===== src/rtl/vsws_pkg.sv =====
// Shared types and constants for the VAD sliding-window smoother.
package vsws_pkg;

	localparam int DEF_MAX_WINDOW = 64;
	localparam int CFG_W          = 7;

	localparam logic             RST_SMOOTHING_ENABLE = 1'b1;
	localparam logic [CFG_W-1:0] RST_WINDOW_LENGTH    = 7'd30;
	localparam logic [CFG_W-1:0] RST_START_LIMIT      = 7'd15;
	localparam logic [CFG_W-1:0] RST_END_LIMIT        = 7'd27;

	typedef enum logic [1:0] {
		REG_SMOOTHING_ENABLE = 2'd0,
		REG_WINDOW_LENGTH    = 2'd1,
		REG_START_LIMIT      = 2'd2,
		REG_END_LIMIT        = 2'd3
	} cfg_reg_t;

	// Row control broadcast to every window cell.
	typedef struct packed {
		logic push;
		logic pop;
		logic din;
	} win_ctrl_t;

endpackage


===== src/rtl/vsws_in_if.sv =====
// Input channel: one frame decision or a flush command.
interface vsws_in_if;
	logic valid;
	logic ready;
	logic mode;
	logic raw_speech;

	modport source (output valid, output mode, output raw_speech, input ready);
	modport sink (input valid, input mode, input raw_speech, output ready);
endinterface


===== src/rtl/vsws_out_if.sv =====
// Output channel: one smoothed decision per frame.
interface vsws_out_if;
	logic valid;
	logic ready;
	logic speech_out;
	logic last;

	modport source (output valid, output speech_out, output last, input ready);
	modport sink (input valid, input speech_out, input last, output ready);
endinterface


===== src/rtl/vsws_cell.sv =====
// One window cell: holds one frame bit, shifts toward the head on pop.
module vsws_cell #(
	parameter int MAX_WINDOW = vsws_pkg::DEF_MAX_WINDOW,
	parameter int IDX        = 0,
	localparam int IW        = (MAX_WINDOW > 1) ? $clog2(MAX_WINDOW) : 1
) (
	input  logic                clk,
	input  vsws_pkg::win_ctrl_t ctrl,
	input  logic [IW-1:0]       target,
	input  logic                next_bit,
	output logic                bit_q
);

	logic load;

	assign load = ctrl.push && (target == IW'(IDX));

	always_ff @(posedge clk) begin
		if (load) begin
			bit_q <= ctrl.din;
		end else if (ctrl.pop) begin
			bit_q <= next_bit;
		end
	end

endmodule


===== src/rtl/vsws_window.sv =====
// Row of window cells; cell 0 always holds the oldest frame.
module vsws_window #(
	parameter int MAX_WINDOW = vsws_pkg::DEF_MAX_WINDOW,
	localparam int IW        = (MAX_WINDOW > 1) ? $clog2(MAX_WINDOW) : 1
) (
	input  logic                clk,
	input  vsws_pkg::win_ctrl_t ctrl,
	input  logic [IW-1:0]       target,
	output logic                oldest
);

	logic [MAX_WINDOW:0] chain;

	assign chain[MAX_WINDOW] = 1'b0;

	for (genvar i = 0; i < MAX_WINDOW; i++) begin : g_cell
		vsws_cell #(
			.MAX_WINDOW (MAX_WINDOW),
			.IDX        (i)
		) u_cell (
			.clk      (clk),
			.ctrl     (ctrl),
			.target   (target),
			.next_bit (chain[i+1]),
			.bit_q    (chain[i])
		);
	end

	assign oldest = chain[0];

endmodule


===== src/rtl/vad_sliding_window_smoother.sv =====
// VAD sliding-window smoother: top level with control, counters and result register.
// Latency: the first result of an item is offered in the cycle after its transfer.
// Throughput: one item per cycle unless the output stalls; an item with n results
// holds the result register until all n are sent; the next is taken as the last goes.
// Reset: arst_n clears fill, count, active flag, result register and restores config
// defaults; window cells are not reset and are only read after being written.
module vad_sliding_window_smoother #(
	parameter int MAX_WINDOW = vsws_pkg::DEF_MAX_WINDOW
) (
	input  logic                       clk,
	input  logic                       arst_n,
	input  logic                       cfg_we,
	input  logic [1:0]                 cfg_index,
	input  logic [vsws_pkg::CFG_W-1:0] cfg_wdata,
	vsws_in_if.sink                    frames,
	vsws_out_if.source                 decisions
);

	localparam int FW = $clog2(MAX_WINDOW + 1);
	localparam int IW = (MAX_WINDOW > 1) ? $clog2(MAX_WINDOW) : 1;
	localparam int CW = (FW > vsws_pkg::CFG_W) ? FW : vsws_pkg::CFG_W;

	logic                       smoothing_enable_q;
	logic [vsws_pkg::CFG_W-1:0] window_length_q;
	logic [vsws_pkg::CFG_W-1:0] start_limit_q;
	logic [vsws_pkg::CFG_W-1:0] end_limit_q;

	logic [FW-1:0] fill_q;
	logic [FW-1:0] count_q;
	logic          active_q;

	logic          out_valid_q;
	logic          out_bit_q;
	logic [FW-1:0] out_rem_q;

	logic                in_acc;
	logic                out_acc;
	logic                oldest;
	logic [CW-1:0]       len_eff;
	logic [CW-1:0]       len_raw;
	logic                full;
	logic                fire;
	vsws_pkg::win_ctrl_t ctrl;
	logic [FW-1:0]       target;
	logic [FW-1:0]       n_res;
	logic                v_res;
	logic [FW-1:0]       fill_d;
	logic [FW-1:0]       count_d;
	logic                active_d;

	// configuration
	always_ff @(posedge clk or negedge arst_n) begin
		if (!arst_n) begin
			smoothing_enable_q <= vsws_pkg::RST_SMOOTHING_ENABLE;
			window_length_q    <= vsws_pkg::RST_WINDOW_LENGTH;
			start_limit_q      <= vsws_pkg::RST_START_LIMIT;
			end_limit_q        <= vsws_pkg::RST_END_LIMIT;
		end else if (cfg_we) begin
			unique case (vsws_pkg::cfg_reg_t'(cfg_index))
				vsws_pkg::REG_SMOOTHING_ENABLE: smoothing_enable_q <= cfg_wdata[0];
				vsws_pkg::REG_WINDOW_LENGTH:    window_length_q    <= cfg_wdata;
				vsws_pkg::REG_START_LIMIT:      start_limit_q      <= cfg_wdata;
				vsws_pkg::REG_END_LIMIT:        end_limit_q        <= cfg_wdata;
				default: ;
			endcase
		end
	end

	assign out_acc = decisions.valid && decisions.ready;
	assign frames.ready = !out_valid_q || (decisions.ready && out_rem_q == FW'(1));
	assign in_acc = frames.valid && frames.ready;

	assign len_raw = CW'(window_length_q);
	always_comb begin
		if (len_raw == '0) begin
			len_eff = CW'(1);
		end else if (len_raw > CW'(MAX_WINDOW)) begin
			len_eff = CW'(MAX_WINDOW);
		end else begin
			len_eff = len_raw;
		end
	end

	assign full = CW'(fill_q) >= len_eff;

	always_comb begin
		if (active_q) begin
			fire = (CW'(fill_q) - CW'(count_q)) > CW'(end_limit_q);
		end else begin
			fire = CW'(count_q) > CW'(start_limit_q);
		end
	end

	// item decode: result count/value, next state, window control
	always_comb begin
		n_res     = '0;
		v_res     = active_q;
		fill_d    = fill_q;
		count_d   = count_q;
		active_d  = active_q;
		ctrl.push = 1'b0;
		ctrl.pop  = 1'b0;
		ctrl.din  = frames.raw_speech;
		target    = fill_q;
		if (frames.mode) begin
			n_res    = fill_q;
			fill_d   = '0;
			count_d  = '0;
			active_d = 1'b0;
		end else if (!smoothing_enable_q) begin
			n_res = FW'(1);
			v_res = frames.raw_speech;
		end else begin
			ctrl.push = 1'b1;
			if (full && fire) begin
				n_res    = fill_q;
				v_res    = 1'b1;
				active_d = !active_q;
				target   = '0;
				fill_d   = FW'(1);
				count_d  = FW'(frames.raw_speech);
			end else if (full) begin
				// slide: drop the oldest, append at the tail
				n_res    = FW'(1);
				ctrl.pop = 1'b1;
				target   = fill_q - FW'(1);
				count_d  = count_q - FW'(oldest) + FW'(frames.raw_speech);
			end else begin
				fill_d  = fill_q + FW'(1);
				count_d = count_q + FW'(frames.raw_speech);
			end
		end
		if (!in_acc) begin
			ctrl.push = 1'b0;
			ctrl.pop  = 1'b0;
		end
	end

	vsws_window #(
		.MAX_WINDOW (MAX_WINDOW)
	) u_window (
		.clk    (clk),
		.ctrl   (ctrl),
		.target (target[IW-1:0]),
		.oldest (oldest)
	);

	always_ff @(posedge clk or negedge arst_n) begin
		if (!arst_n) begin
			fill_q   <= '0;
			count_q  <= '0;
			active_q <= 1'b0;
		end else if (in_acc) begin
			fill_q   <= fill_d;
			count_q  <= count_d;
			active_q <= active_d;
		end
	end

	// result register: one value repeated out_rem_q times
	always_ff @(posedge clk or negedge arst_n) begin
		if (!arst_n) begin
			out_valid_q <= 1'b0;
			out_bit_q   <= 1'b0;
			out_rem_q   <= '0;
		end else if (in_acc && n_res != '0) begin
			out_valid_q <= 1'b1;
			out_bit_q   <= v_res;
			out_rem_q   <= n_res;
		end else if (out_acc) begin
			out_rem_q <= out_rem_q - FW'(1);
			if (out_rem_q == FW'(1)) begin
				out_valid_q <= 1'b0;
			end
		end
	end

	assign decisions.valid      = out_valid_q;
	assign decisions.speech_out = out_bit_q;
	assign decisions.last       = (out_rem_q == FW'(1));

	a_rem_nonzero: assert property (@(posedge clk) disable iff (!arst_n)
		out_valid_q |-> out_rem_q != '0)
		else $error("result pending with zero remaining count");

	a_fill_bound: assert property (@(posedge clk) disable iff (!arst_n)
		fill_q <= FW'(MAX_WINDOW))
		else $error("window fill above capacity");

	a_count_bound: assert property (@(posedge clk) disable iff (!arst_n)
		count_q <= fill_q)
		else $error("speech count above window fill");

	a_flush_clears: assert property (@(posedge clk) disable iff (!arst_n)
		(in_acc && frames.mode) |=> (fill_q == '0 && !active_q))
		else $error("flush did not clear window state");

endmodule

===== src/flat_wrapper.sv =====
// flat-port wrapper written by rule: the top's interface ports become plain ports
module vad_sliding_window_smoother_flat 
#(
	parameter int MAX_WINDOW = vsws_pkg::DEF_MAX_WINDOW
)
  (clk, arst_n, cfg_we, cfg_index, cfg_wdata, frames_valid, frames_mode, frames_raw_speech, frames_ready, decisions_valid, decisions_speech_out, decisions_last, decisions_ready);
  vsws_in_if frames_i ();
  vsws_out_if decisions_i ();
  input  logic clk;
  input  logic arst_n;
  input  logic cfg_we;
  input  logic [1:0] cfg_index;
  input  logic [vsws_pkg::CFG_W-1:0] cfg_wdata;
  input wire logic [$bits(frames_i.valid)-1:0] frames_valid;
  input wire logic [$bits(frames_i.mode)-1:0] frames_mode;
  input wire logic [$bits(frames_i.raw_speech)-1:0] frames_raw_speech;
  output wire logic [$bits(frames_i.ready)-1:0] frames_ready;
  output wire logic [$bits(decisions_i.valid)-1:0] decisions_valid;
  output wire logic [$bits(decisions_i.speech_out)-1:0] decisions_speech_out;
  output wire logic [$bits(decisions_i.last)-1:0] decisions_last;
  input wire logic [$bits(decisions_i.ready)-1:0] decisions_ready;
  assign frames_i.valid = frames_valid;
  assign frames_i.mode = frames_mode;
  assign frames_i.raw_speech = frames_raw_speech;
  assign frames_ready = frames_i.ready;
  assign decisions_valid = decisions_i.valid;
  assign decisions_speech_out = decisions_i.speech_out;
  assign decisions_last = decisions_i.last;
  assign decisions_i.ready = decisions_ready;
  vad_sliding_window_smoother #(.MAX_WINDOW(MAX_WINDOW)) u_core (.clk(clk), .arst_n(arst_n), .cfg_we(cfg_we), .cfg_index(cfg_index), .cfg_wdata(cfg_wdata), .frames(frames_i), .decisions(decisions_i));
endmodule

===== config.mk =====
export PLATFORM = sky130hd
export DESIGN_NAME = vad_sliding_window_smoother_flat
export DESIGN_NICKNAME = d
export VERILOG_FILES = /design/src/rtl/vsws_pkg.sv /design/src/rtl/vsws_in_if.sv /design/src/rtl/vsws_out_if.sv /design/src/rtl/vsws_cell.sv /design/src/rtl/vsws_window.sv /design/src/rtl/vad_sliding_window_smoother.sv /design/src/flat_wrapper.sv
export SDC_FILE = /design/constraint.sdc
export NUM_CORES = 1
export LEC_CHECK = 0
export BUFFER_PORTS_ARGS = -buffer_cell sky130_fd_sc_hd__buf_2
export CAP_MARGIN = 25
export CORE_MARGIN = 2
export CORE_UTILIZATION = 40
export DETAILED_ROUTE_END_ITERATION = 6
export PLACE_DENSITY = 0.63
export SLEW_MARGIN = 20
export SYNTH_ARGS = -nofsm -noshare
export SYNTH_HDL_FRONTEND = slang
export SYNTH_HIERARCHICAL = 1
export SYNTH_SLANG_ARGS = --single-unit

===== constraint.sdc =====
create_clock -name clk -period 9.31 [get_ports clk]
set_clock_uncertainty 0.1 [all_clocks]
set_input_delay 1.3965 -clock clk [delete_from_list [all_inputs] [get_ports clk]]
set_output_delay 1.3965 -clock clk [all_outputs]
set_load 0.005 [all_outputs]

Yosys cells after proc, flatten, opt, wreduce, memory -nomap -nowiden
Index checks and enable logic that the tools add are counted.
{ "op_classes": {"add_sub_neg": 7, "magnitude_cmp": 4, "n_eq_ne": 68, "mux": 163, "reduce_logical": 152} }
{ "ops": {"columns": ["cell", "n"], "rows": [
  ["$eq 6x6->1 const B", 32],
  ["$mux 1", 141],
  ["$reduce_bool 2->1", 68],
  ["$mux 7", 15],
  ["$eq 6x5->1 const B", 16],
  ["$logic_and 1x1->1", 69],
  ["$eq 6x4->1 const B", 8],
  ["$eq 6x3->1 const B", 4],
  ["$mux 6", 4],
  ["$add 7x1->7", 2],
  ["$gt 7x7->1", 2],
  ["$eq 6x2->1 const B", 2],
  ["$reduce_and 2->1", 6],
  ["$add 7x1->7 const B", 1],
  ["$eq 7x1->1 const B", 1],
  ["$ge 7x7->1", 1],
  ["$gt 7x7->1 const B", 1],
  ["$logic_not 7->1", 1],
  ["$reduce_bool 7->1", 1],
  ["$sub 7x1->7", 1],
  ["$sub 7x1->7 const B", 1],
  ["$sub 7x7->7", 1],
  ["$eq 6x1->1 const B", 1],
  ["$logic_not 6->1", 1],
  ["9 further kinds", 14]
]} }
{ "word_totals": {"regBits": 110, "inputBits": 16, "out_inout_bits": 4, "wordCells": 468} }

Longest topological paths before layout
{ "logic_depth": {"ltp_word": 12, "ltp_mapped": 21, "depth_no_buf": 20} }

By module
The synthesis kept the hierarchy.
{ "modules_own_cells": {"columns": ["module", "instances", "cells_per_inst", "area_per_inst_um2", "seq_area_each_um2"], "rows": [
  ["vad_sliding_window_smoother", 1, 378, 3637.2, 1167.4],
  ["vsws_cell at u_core.u_window.g_cell[10].u_cell ...", 12, 6, 70.1, 30.0],
  ["vsws_cell at u_core.u_window.g_cell[19].u_cell ...", 12, 5, 70.1, 30.0],
  ["vsws_cell at u_core.u_window.g_cell[17].u_cell ...", 8, 5, 72.6, 30.0],
  ["vsws_cell at u_core.u_window.g_cell[31].u_cell ...", 6, 6, 67.6, 30.0],
  ["vsws_cell at u_core.u_window.g_cell[11].u_cell ...", 4, 6, 76.3, 30.0],
  ["vsws_cell at u_core.u_window.g_cell[1].u_cell ...", 4, 6, 72.6, 30.0],
  ["vsws_cell at u_core.u_window.g_cell[53].u_cell ...", 4, 5, 66.3, 30.0],
  ["vsws_cell at u_core.u_window.g_cell[49].u_cell ...", 4, 5, 65.1, 30.0],
  ["vsws_cell at u_core.u_window.g_cell[51].u_cell ...", 3, 6, 68.8, 30.0],
  ["vsws_cell at u_core.u_window.g_cell[12].u_cell ...", 2, 6, 71.3, 30.0],
  ["vsws_cell at u_core.u_window.g_cell[16].u_cell ...", 2, 5, 63.8, 30.0],
  ["vsws_cell at u_core.u_window.g_cell[15].u_cell", 1, 5, 68.8, 30.0],
  ["vsws_cell at u_core.u_window.g_cell[0].u_cell", 1, 6, 63.8, 30.0],
  ["2 more rows", null, null, null, null]
]} }

Worst setup path after synthesis
No wires, ideal clock.
{ "synth_timing": {"kind": "reg2reg", "start": "reg u_core.fill_q[0]", "end": "reg u_core.u_window.g_cell[20].u_cell.bit_q (data pin)", "arrival_ns": 7.406, "t_required_ns": 8.947, "path_slack_ns": 1.542, "path_stages_with_launch": 21, "n_path_buf": 0, "synth_period_minus_slack_ns": 7.768, "cell_sequence": "dfrtp_1 > inv_1 > ha_1 > inv_1 > fa_1 > a21oi_1 > nor2_1 > nor2_1 > o21bai_1 > a21oi_1 > xnor2_1 > ha_1 > a21oi_1 > o21ai_0 > o221a_2 > nor2_1 > nand3_1 > o21ai_0 > nor4b_2 > nand4b_1 > mux2_1"} }
{ "synth_between": {"elab_chain_len": 10, "word_cells_on_any_way": 13} }
{ "synth_lines": {"columns": ["element", "line_no", "source"], "rows": [
  ["start, declared", "vad_sliding_window_smoother.sv:28", "logic [FW-1:0] fill_q;"],
  ["start signal, assigned", "vad_sliding_window_smoother.sv:154", "fill_q <= fill_d;"],
  ["$sub 7x7->7", "vad_sliding_window_smoother.sv:88", "fire = (CW'(fill_q) - CW'(count_q)) > CW'(end_limit_q);"],
  ["$gt 7x7->1", "vad_sliding_window_smoother.sv:88", null],
  ["$mux 1", "vad_sliding_window_smoother.sv:87", "if (active_q) begin"],
  ["$logic_and 1x1->1", "vad_sliding_window_smoother.sv:115", "if (full && fire) begin"],
  ["$mux 6 *", "vad_sliding_window_smoother.sv:115", null],
  ["$mux 6 *", "vad_sliding_window_smoother.sv:110", "end else if (!smoothing_enable_q) begin"],
  ["$mux 6 *", "vad_sliding_window_smoother.sv:105", "if (frames.mode) begin"],
  ["named net u_core.target[2]", "vad_sliding_window_smoother.sv:44", "logic [FW-1:0] target;"],
  ["$eq 6x5->1 *", "vsws_cell.sv:16", "assign load = ctrl.push && (target == IW'(IDX));"],
  ["$logic_and 1x1->1 *", "vsws_cell.sv:16", null],
  ["$mux 1 *", "vsws_cell.sv:19", "if (load) begin"],
  ["end signal, assigned", "vsws_cell.sv:20", "bit_q <= ctrl.din;"],
  ["end signal, assigned", "vsws_cell.sv:22", "bit_q <= next_bit;"],
  ["end, declared", "vsws_cell.sv:11", "output logic bit_q"]
]} }
The timed path passes the listed nets; every way through them passes the cells marked *.
A chain may end at the register's enable or synchronous reset.

Worst setup path after layout
{ "layout_timing": {"start": "reg u_core.fill_q[0]", "end": "reg u_core.u_window.g_cell[53].u_cell.bit_q (data pin)"} }
{ "layout_between": {"elab_chain_len": 10, "word_cells_on_any_way": 13} }
{ "layout_lines": {"columns": ["element", "line_no"], "rows": [
  ["$sub 7x7->7", "vad_sliding_window_smoother.sv:88"],
  ["$gt 7x7->1", "vad_sliding_window_smoother.sv:88"],
  ["$mux 1", "vad_sliding_window_smoother.sv:87"],
  ["$logic_and 1x1->1", "vad_sliding_window_smoother.sv:115"],
  ["$mux 6 *", "vad_sliding_window_smoother.sv:115"],
  ["$mux 6 *", "vad_sliding_window_smoother.sv:110"],
  ["$mux 6 *", "vad_sliding_window_smoother.sv:105"],
  ["named net u_core.target[2]", "vad_sliding_window_smoother.sv:44"],
  ["$eq 6x6->1 *", "vsws_cell.sv:16"],
  ["$logic_and 1x1->1 *", "vsws_cell.sv:16"],
  ["$mux 1 *", "vsws_cell.sv:19"],
  ["end signal, assigned", "vsws_cell.sv:20"],
  ["end signal, assigned", "vsws_cell.sv:22"],
  ["end, declared", "vsws_cell.sv:11"]
]} }
Marked as above.

==> metrics.md <==
| Metric | Value |
|---|---|
| Count of buffer and inverter cells on the critical path | `3` |
| CTS clk-pin slew, worst paths | `0.08 ns` |
| Core Region | `20000 um^2` |
| ANT nets after route | `0` |
| Sw Share | `40.2%` |
| First-pass DRT Iterations | `5` |
| Dpl hpwl | `10.6 mm` |
| Initial antenna violation count | `0` |
| Num CTS Buffers | `9` |
| Slowest stage delay, CP | `0.55 ns` |
| Congestion Overflow GR | `0` |
| Gr usage total | `16.9%` |
| Final cell count without fillers | `1039` |
| Tot Pwr | `1.88 mW` |
| WP data required | `9.32 ns` |
| Vias in the first global route | `5726` |
| Post-CTS Setup Bufs | `0` |
| Fin. Hold Viols | `0` |
| Slowest cell on crit path | `buf_4` |
| Root buffer cell | `clkbuf_16` |
| Hold WC Path Type | `register to register` |
| Rows | `52` |
| Worst vdd ir | `121 uV` |
| Resized Gates After CTS | `0` |
| Initial DRC count | `478` |
| Syn_area_per_cell | `11.1 um^2` |
| CTS max path bufs | `2` |
| Post-synth EDFFs | `64` |
| IO Port Bufs | `19` |
| CP Class | `register to register` |
| Vias per Instance | `5.70` |
| Main synth FF type | `edfxtp_1` |
| Vias post-DR | `5922` |
| Ports | `20` |
| Minimum clock period | `5.69 ns` |
| CTS Hold Bufs | `0` |
| # Max-Cap Violations | `0` |
| Leakage power | `3.52 nW` |
| Nets | `826` |
| FMAX | `0.176 GHz` |
| Die Wd | `146 um` |
| P&R area growth vs syn | `10.7%` |
| Seq. cell area | `3090 um^2` |
| First-pass GRT wire length | `30.2 mm` |
| Antenna fix cells | `0` |
| Status | `complete, no violations` |
| Final Max Slew Viols | `0` |
| Synth Instances | `731` |
| CP Launch Type | `register` |
| CP delay by family, top | `simple AND/OR/NAND/NOR gates` |
| Synthesized Nets | `793` |
| Register area share after synthesis | `38.1%` |
| Fraction of registers with async set/reset | `41.8%` |
| Power Density | `210 nW/um^2` |
| DR DRC count | `0` |
| Seq pwr share | `34.7%` |
| Fin crit share | `61.1%` |
| Crit end category | `register` |
| # fillers | `1925` |
| CTS sink cnt | `110` |
| Die height | `146 um` |
| Footprint of the multi-input gates | `4930 um^2` |
| Depth of the CTS H-tree | `3` |
| Yosys Warn Count | `6` |
| CP cell instances | `inv_1 > ha_1 > inv_1 > fa_1 > a21oi_1 > nor2_1 > nor2_1 > o21bai_1 > a21oi_1 > xnor2_1 > ha_1 > a21oi_1 > o21ai_0 > o221a_2 > nor2_1 > nand3_1 > o21ai_4 > buf_4 > nor4bb_1 > and4_1 > mux2_1` |
| Max-slew headroom | `53.0%` |
| Routed WL | `17.7 mm` |
| Worst-margin pin slew | `0.705 ns` |
| Synth Cell Area | `8100 um^2` |
| Final setup vio count | `0` |
| Sw power | `0.755 mW` |
| Routed WL per cell | `17.1 um` |
| Clock share of power | `20.9%` |
| Seq cells post-synth | `110` |
| Largest net degree at the start of global routing | `69` |
| GP Congestion | `0.812` |
| Fraction of layout cells with a size suffix above 1 | `28.0%` |
| RSZ-0062 raised after global routing | `no` |
| Distinct cells, synth | `81` |
| TritonCTS clock tree | `done` |
| Setup TNS | `0 ns` |
| Part of the power in combinational logic | `44.4%` |
| Critical path peak fanout | `64` |
| Worst skew pair latency | `0.36 ns` |
| Initial Util | `40.4%` |
| Die area | `21400 um^2` |
| DP Cell Count | `1023` |
| Worst EP arrival | `5.70 ns` |
| Int Power | `1.12 mW` |
flip-flops by register name, summed over array words and instances (netlist names):
name,cells
u_core/out_rem_q,7
u_core/u_window/g_cell.u_cell/bit_q,64
u_core/end_limit_q,7
u_core/fill_q,7
u_core/decisions.speech_out,1
u_core/smoothing_enable_q,1
u_core/len_raw,7
u_core/active_q,1
u_core/decisions.valid,1
u_core/start_limit_q,7
u_core/count_q,7
synth_stat cells, drive strengths merged, types with 13 or more instances:
cell type	number	share of area, %
dfstp	13	4.2
nand2	38	1.8
or2b	37	3.4
and4bb	16	2.5
inv	35	1.6
ha	44	6.8
nand3	30	2.1
o21ai	20	1.3
xnor2	14	1.5
nor2	38	2.0
nor4b	19	3.2
or2	30	2.3
a21oi	26	1.7
nor3	15	1.5
edfxtp	64	24
nand4b	34	3.7
mux2	86	12
dfrtp	33	10
path summary, 6_finish.rpt:
check	startpoint	to	slack (ns)	cells past startpoint
setup / recovery	u_core/fill_q[0]	u_core/u_window/g_cell[53].u_cell/bit_q	3.62	21
hold / removal	u_core/start_limit_q[4]	u_core/start_limit_q[4]	0.41	1
setup reg to reg	u_core/fill_q[0]	u_core/u_window/g_cell[53].u_cell/bit_q	3.62	21
hold reg to reg	u_core/start_limit_q[4]	u_core/start_limit_q[4]	0.41	1
max in group asynchronous	arst_n	u_core/start_limit_q[3]	7.67	2
min in group asynchronous	arst_n	u_core/decisions.speech_out	0.88	1
power by group through the flow:
stage / clock [mW] / combinational [mW] / sequential [mW]
2_1_floorplan: 0 / 0.646 / 0.635
3_3_place_gp: 0 / 0.821 / 0.661
3_5_place_dp: 0 / 0.829 / 0.662
4_1_cts: 0.411 / 0.834 / 0.652
5_1_grt: 0.425 / 0.943 / 0.662
6_report: 0.393 / 0.834 / 0.652
cells by family after synthesis:
| logic type | count (synthesis) | share of synthesized area, % |
|---|---|---|
| compound gates | 100 | 8.87 |
| xor+xnor | 17 | 1.84 |
| fa+ha+maj | 46 | 7.29 |
| buf+inv | 42 | 1.98 |
| flops | 110 | 38.1 |
| mux | 90 | 12.7 |
| other cells | 1 | 0.0463 |
| simple gates | 325 | 29.2 |
layer usage:
| metal | vias to the layer above | global-route usage, % | routed length, um |
|---|---|---|---|
| li1 | 2894 | - | - |
| met1 | 2922 | 24.2 | 8790 |
| met2 | 89 | 26.9 | 8210 |
| met3 | 17 | 2.75 | 508 |
| met4 | 0 | 3.93 | 203 |
| met5 | - | 0 | 0 |
cell usage in the layout (no fill, tap or decap), types with 5 or more instances in the layout:
| master | Yosys | final |
|---|---|---|
| nand3_1 | 26 | 26 |
| or2b_1 | 37 | 37 |
| nand4_1 | 11 | 11 |
| a21o_1 | 7 | 7 |
| dfrtp_1 | 33 | 33 |
| xnor2_1 | 14 | 14 |
| a31oi_1 | 5 | 5 |
| edfxtp_1 | 64 | 64 |
| nor2_2 | 5 | 5 |
| buf_2 | 2 | 19 |
| nor3_2 | 10 | 10 |
| nor3_1 | 5 | 5 |
| and4_1 | 10 | 10 |
| mux2_2 | 51 | 51 |
| nand4b_1 | 34 | 34 |
| nor4_1 | 7 | 7 |
| nor4b_2 | 13 | 13 |
| mux2_4 | 5 | 5 |
| inv_1 | 34 | 34 |
| dfstp_2 | 13 | 13 |
| ha_1 | 44 | 44 |
| and4bb_2 | 16 | 16 |
| buf_4 | 0 | 9 |
| o2bb2ai_1 | 7 | 6 |
| or2_2 | 27 | 27 |
| a21oi_1 | 25 | 25 |
| mux2_1 | 30 | 30 |
| nor2_1 | 32 | 31 |
| nor4b_1 | 5 | 5 |
| o21ai_0 | 17 | 14 |
| nand2_1 | 38 | 38 |
| clkbuf_16 | 0 | 9 |
| or3_1 | 5 | 5 |
through the flow:
step	utilization [%]	setup slack (ns)	cell area [um^2]	hold WS [ns]
2_1_floorplan	-	1.54	8100	0.379
3_3_place_gp	43.2	3.85	8650	0.390
3_5_place_dp	43.3	3.73	8670	0.395
4_1_cts	44.7	3.72	8960	0.414
5_1_grt	44.7	3.25	8960	0.429
6_report	44.7	3.62	8960	0.409
cell type report:
class / instances / area share [%]
timing repair buffer: 29 / 2.04
inverter: 35 / 1.47
tap: 270 / 3.77
sequential: 110 / 34.5
clock inverter: 6 / 0.642
clock buffer: 10 / 2.67
multi-input combinational: 579 / 55.0
No activity file was read; power rests on OpenSTA's default activity.
